### config.mk
export PLATFORM = sky130hd
export DESIGN_NAME = gsww_text
export DESIGN_NICKNAME = d
export VERILOG_FILES = /design/src/rtl/gsww_pkg.sv /design/src/rtl/gsww_text.sv
export SDC_FILE = /design/constraint.sdc
export NUM_CORES = 1
export LEC_CHECK = 0
export BUFFER_PORTS_ARGS = -buffer_cell sky130_fd_sc_hd__buf_4
export CAP_MARGIN = 5
export CORE_MARGIN = 3
export CORE_UTILIZATION = 50
export CTS_CLUSTER_SIZE = 30
export DETAILED_ROUTE_END_ITERATION = 6
export PLACE_DENSITY = 0.79
export SETUP_SLACK_MARGIN = 0.05
export SYNTH_ARGS = -nofsm -noshare
export SYNTH_HDL_FRONTEND = slang
export SYNTH_SLANG_ARGS = --single-unit
### constraint.sdc
create_clock -name clk -period 6.3 [get_ports clk]
set_input_delay 0.63 -clock clk [delete_from_list [all_inputs] [get_ports clk]]
set_output_delay 0.63 -clock clk [all_outputs]
set_load 0.05 [all_outputs]
### src/rtl/gsww_pkg.sv
// Package for the glyph strip scanner and word-wrap measurer.
// Holds the request action codes, field widths and the structs passed to and from the text stage.
// Depends on nothing.
package gsww_pkg;

    typedef enum logic [1:0] {
        ACT_ORDER  = 2'd0,
        ACT_COLUMN = 2'd1,
        ACT_TEXT   = 2'd2,
        ACT_CLEAR  = 2'd3
    } action_t;

    localparam logic [1:0] REG_SPACING = 2'd0;
    localparam logic [1:0] REG_SCALE   = 2'd1;
    localparam logic [1:0] REG_LIMIT   = 2'd2;

    localparam logic KIND_GLYPH = 1'b0;
    localparam logic KIND_TEXT  = 1'b1;

    localparam int CODE_W    = 8;
    localparam int GLYPH_W   = 12;
    localparam int SPACING_W = 8;
    localparam int SCALE_W   = 5;
    localparam int LIMIT_W   = 24;
    localparam int ADV_W     = 20;
    localparam int SUM_W     = 32;
    localparam int POS_W     = 16;

    localparam logic [GLYPH_W-1:0] GLYPH_MAX  = 12'hFFF;
    localparam logic [CODE_W-1:0]  CHAN_FULL  = 8'hFF;
    localparam logic [CODE_W-1:0]  CHAN_NONE  = 8'h00;
    localparam logic [CODE_W-1:0]  SPACE_CODE = 8'h20;

    typedef struct packed {
        logic                    valid;
        logic signed [ADV_W-1:0] adv;
        logic                    is_space;
        logic                    last;
    } text_item_t;

    typedef struct packed {
        logic [POS_W-1:0]        break_position;
        logic                    broke_early;
        logic signed [SUM_W-1:0] text_width;
    } text_result_t;

endpackage

### src/rtl/gsww_text.sv
// Text accumulation stage: running width, word-start tracking and greedy break decision.
// Depends on gsww_pkg for the text item and result structs.
module gsww_text
    import gsww_pkg::*;
#(
    parameter int TEXT_INDEX_BITS = 16
)
(
    input  logic               clk,
    input  logic               rst_n,
    input  logic               en,
    input  text_item_t         item,
    input  logic [LIMIT_W-1:0] line_limit,
    output text_result_t       result
);

    logic [SUM_W-1:0]           line_sum_reg, line_sum_next;
    logic [TEXT_INDEX_BITS-1:0] char_pos_reg, char_pos_next;
    logic [TEXT_INDEX_BITS-1:0] word_start_reg, word_start_next;
    logic [TEXT_INDEX_BITS-1:0] break_index_reg, break_index_next;
    logic                       seen_reg, seen_next;
    logic                       prior_space_reg, prior_space_next;
    logic                       broke_reg, broke_next;
    logic signed [SUM_W:0]      total;
    logic [SUM_W-1:0]           sum_new;
    logic [TEXT_INDEX_BITS-1:0] pos_new;
    logic [TEXT_INDEX_BITS-1:0] idx_new;
    logic                       broke_new;

    always_comb
    begin
        total = $signed({line_sum_reg[SUM_W-1], line_sum_reg})
              + $signed({{(SUM_W + 1 - ADV_W){item.adv[ADV_W-1]}}, item.adv});
        sum_new = total[SUM_W-1:0];
        pos_new = (&char_pos_reg) ? char_pos_reg : char_pos_reg + 1'b1;
        broke_new = broke_reg;
        idx_new = break_index_reg;
        word_start_next = word_start_reg;
        seen_next = seen_reg;
        if (!broke_reg && !item.is_space)
        begin
            if (total > $signed({{(SUM_W + 1 - LIMIT_W){1'b0}}, line_limit}) && seen_reg)
            begin
                broke_new = 1'b1;
                idx_new = word_start_reg;
            end
            else if (prior_space_reg)
            begin
                word_start_next = char_pos_reg;
                seen_next = 1'b1;
            end
        end
        result.break_position = broke_new ? POS_W'(idx_new) : POS_W'(pos_new);
        result.broke_early = broke_new;
        result.text_width = $signed(sum_new);
        if (item.last)
        begin
            line_sum_next = '0;
            char_pos_next = '0;
            word_start_next = '0;
            seen_next = 1'b0;
            prior_space_next = 1'b0;
            broke_next = 1'b0;
            break_index_next = '0;
        end
        else
        begin
            line_sum_next = sum_new;
            char_pos_next = pos_new;
            prior_space_next = item.is_space;
            broke_next = broke_new;
            break_index_next = idx_new;
        end
    end

    always_ff @(posedge clk or negedge rst_n)
    begin
        if (!rst_n)
        begin
            line_sum_reg <= '0;
            char_pos_reg <= '0;
            word_start_reg <= '0;
            break_index_reg <= '0;
            seen_reg <= 1'b0;
            prior_space_reg <= 1'b0;
            broke_reg <= 1'b0;
        end
        else if (en && item.valid)
        begin
            line_sum_reg <= line_sum_next;
            char_pos_reg <= char_pos_next;
            word_start_reg <= word_start_next;
            break_index_reg <= break_index_next;
            seen_reg <= seen_next;
            prior_space_reg <= prior_space_next;
            broke_reg <= broke_next;
        end
    end

endmodule
==> impl_metrics.csv <==
group,metric,value,unit
logic_synthesis,synth_top_family_by_area,"compound AO/OA/AOI/OAI gates",
job,maxCapViolCount,0,
grt,grt_max_degree,66,
grt,overflow,0,
clocking,cts_buffer_depth,2,
timing,min_period,5.943,ns
grt,grt_use_total,25.18,%
detailed_routing,ant_nets,0,
floorplan,die_h,126.2,um
floorplan,start_util,51.61,%
logic_synthesis,synth_xor_area_share,4.610,%
grt,antenna_found_initial,0,
timing,hold_viol,0,
floorplan,rows,43,
power_and_ir_drop,power.density,472.3,nW/um2
floorplan,dieArea,15920,um2
setup_path,path_max_fanout,17,
detailed_routing,first_iter_violations,605,
setup_path,critPathRequiredTime,5.67,ns
floorplan,dieWidth,126.2,um
timing,worstMarginPinSlew,0.8584,ns
clocking,cts_hold_buf,0,
detailed_routing,drt-vias-per-instance,6.193,
grt,busiest_layer,"met2",
timing,fin_crit_sh,94.33,%
clocking,htreeDepth,3,
placement,portBuffers,98,
placement,place.gp.congestion,0.9444,
power_and_ir_drop,total_power,3.944,mW
setup_path,startpoint_type,"input port",
placement,dp_cells,1087,
logic_synthesis,syn_nets,972,
setup_path,crit_path_end_kind,"output port",
final_layout,nFillCells,1235,
detailed_routing,firstDrtPassIters,5,
logic_synthesis,ys_seq_elements,83,
final_layout,n_antenna_cell,0,
timing,rsz0062_at_grt,"no",
setup_path,arrival,5.31,ns
power_and_ir_drop,vdd_drop_max,0.3778,mV
logic_synthesis,synth_area,7219,um2
setup_path,worst_r2r_path_depth,21,
logic_synthesis,synth-adder-area-share,10.16,%
timing,hold_slack,0.1912,ns
final_layout,final_cells,1106,
logic_synthesis,synthFlopType,"dfrtp_1",
logic_synthesis,synthDistinctLibCells,73,
final_layout,finalCoreUtilization,59.70,%
detailed_routing,vias,6850,
clocking,cts_made_buffers,9,
timing,skew,0.009276,ns
final_layout,syn_to_final_growth,15.67,%
floorplan,ios,99,
final_layout,regArea,2077,um2
detailed_routing,drt-total-wl,20.13,mm
detailed_routing,drc,0,
logic_synthesis,synthCells,864,
final_layout,drive_gt1_share,19.01,%
detailed_routing,wl_per_cell,18.20,um
logic_synthesis,ys_seq_area_share,28.77,%
grt,use_met1,35.92,%
clocking,clk_pin_slew,0.07,ns
logic_synthesis,synth.area.mux_share,3.189,%
setup_path,setup.worst_path.class,"input port to output port",
final_layout,largest_register_ffs,32,
clocking,cts_sinks,83,
timing,max_freq,168.3,MHz
clocking,clock_latency,0.35,ns
min_path,hp-class,"input port to async pin",
logic_synthesis,avgSynthCellArea,8.356,um2
grt,met2_usage,38.65,%
final_layout,multi_input_area,4666,um2
logic_synthesis,synth_edf_count,0,
grt,grt_pass1_wl,33.06,mm
placement,dp.final_hpwl,14.44,mm
floorplan,coreArea,13990,um2
grt,grt_use_met3,4.538,%
status,run_status,"finished clean",
logic_synthesis,yosys_warnings,0,
grt,grt_pass1_vias,6516,
timing,drv_slew,0,
logic_synthesis,async_flop_share,100.0,%
timing,relSlewSlack,42.61,%
clocking,cts_tree,"yes",
logic_synthesis,synthSimpleGateAreaFrac,18.54,%
clocking,cts-root-buf,"clkbuf_16",
power_and_ir_drop,leakagePower,3.865,nW
logic_synthesis,synth-compound-area-share,27.49,%
final_layout,nNetsFinal,1029,
timing,final.setup.tns,0,ns
timing,setup_viol,0,
==> layout by cell type (no fill, tap or decap), types with 8 or more instances in the layout <==
cell / n
mux2_2: 16
o311ai_1: 10
dfrtp_1: 83
xnor2_1: 23
buf_4: 112
o211ai_1: 28
inv_1: 58
ha_1: 57
xor2_1: 14
nor2b_1: 21
o2111ai_1: 21
clkbuf_16: 9
o21ai_0: 53
nand3_1: 20
o211ai_2: 10
nor2_1: 32
a22o_1: 29
a21oi_1: 41
nand4_1: 13
nand2_1: 103
a21o_1: 10
and2_1: 8
a31oi_1: 8
nor3_1: 13
nand3b_1: 17
nand2b_1: 10
==> worst max-delay path: stages <==
cell	delay (ns)
buf_4	0.08
ha_1	0.15
inv_1	0.05
fa_1	0.38
nand2b_1	0.20
a21oi_2	0.23
o211ai_1	0.21
and2_1	0.23
o21bai_1	0.15
xor2_1	0.29
ha_1	0.31
a211oi_1	0.27
o21ai_0	0.17
nand2b_1	0.17
a31oi_1	0.18
a21oi_1	0.06
a222oi_1	0.31
buf_4	0.18
nand4b_2	0.13
o21ai_2	0.19
buf_12	0.18
mux2_2	0.35
buf_4	0.19
==> area by class of cell <==
type / count / area share (%)
timing repair buffer: 113 / 10.31
sequential: 83 / 24.87
inverter: 58 / 2.607
clock buffer: 11 / 2.907
multi-input combinational: 656 / 55.87
clock inverter: 5 / 0.7342
tap: 180 / 2.697
==> metal layers <==
layer,vias up,share of wire (%)
met5,-,0
met3,31,7.6
met2,286,45
li1,3279,-
met1,3254,45
met4,0,1.7
==> path summary, 6_finish.rpt <==
check | end | start | slack, ns
setup reg to reg | word_start_reg[8] | line_sum_reg[0] | 0.96
setup / recovery | result[41] | item[2] | 0.36
hold reg to reg | prior_space_reg | prior_space_reg | 0.49
min in group clk | prior_space_reg | prior_space_reg | 0.49
max in group asynchronous | line_sum_reg[16] | rst_n | 5.03
hold / removal | break_index_reg[4] | rst_n | 0.19
==> through the flow <==
| step | cell area [um2] | worst slack (ns) |
|---|---|---|
| floorplan | 7229 | 0.06933 |
| global placement | 7993 | 0.2068 |
| detailed placement | 7993 | 0.08949 |
| CTS | 8297 | 0.05653 |
| global route | 8351 | 0.05067 |
| finish | 8351 | 0.3570 |
==> repair_timing <==
item	in CTS	in global routing
setup buffers	0	3
setup endpoints to repair	0	19
gates resized for setup	0	9
==> power by group <==
part	switching [mW]	leakage, nW	internal [mW]
Clock	0.232	0.150	0.321
Combinational	1.73	2.69	0.893
Sequential	0.107	1.02	0.664
==> kinds of logic (layout without fill, tap and decap cells) <==
group           Yosys count  after routing
flops                    83             83
fa+ha+maj                58             58
mux                      21             21
xor+xnor                 38             38
compound gates          273            273
buf+inv                 125            187
simple gates            266            266
==> synthesized netlist by cell type, types with 3 or more instances <==
cell	n	area, um2
nand3b_1	17	127.6
o21ai_0	55	275.3
dfrtp_1	83	2077
ha_1	57	713.2
xor2_1	14	122.6
a21o_1	10	75.07
o211ai_1	28	210.2
o311ai_0	6	52.55
nor2_1	34	127.6
buf_2	13	65.06
a221oi_1	3	26.28
and3_1	7	43.79
buf_6	4	45.04
mux2i_1	5	50.05
nand2_1	104	390.4
a21oi_1	42	210.2
a21oi_2	3	26.28
clkbuf_1	47	176.4
and4_1	3	26.28
nor2b_1	21	131.4
nand3_1	20	100.1
or3_1	4	25.02
o21bai_1	4	30.03
nor3_1	13	65.06
a211oi_1	8	60.06
o211ai_2	10	125.1
o2111ai_1	21	183.9
mux2_2	16	180.2
nand2b_1	10	62.56
inv_1	58	217.7
o21a_1	4	30.03
a22o_1	29	254.0
xnor2_1	24	210.2
o31ai_1	4	30.03
a31oi_1	8	50.05
o21ai_1	4	20.02
nand4_1	13	81.33
and2_1	8	50.05
o311ai_1	10	87.58
(Power assumes the default switching activity.)
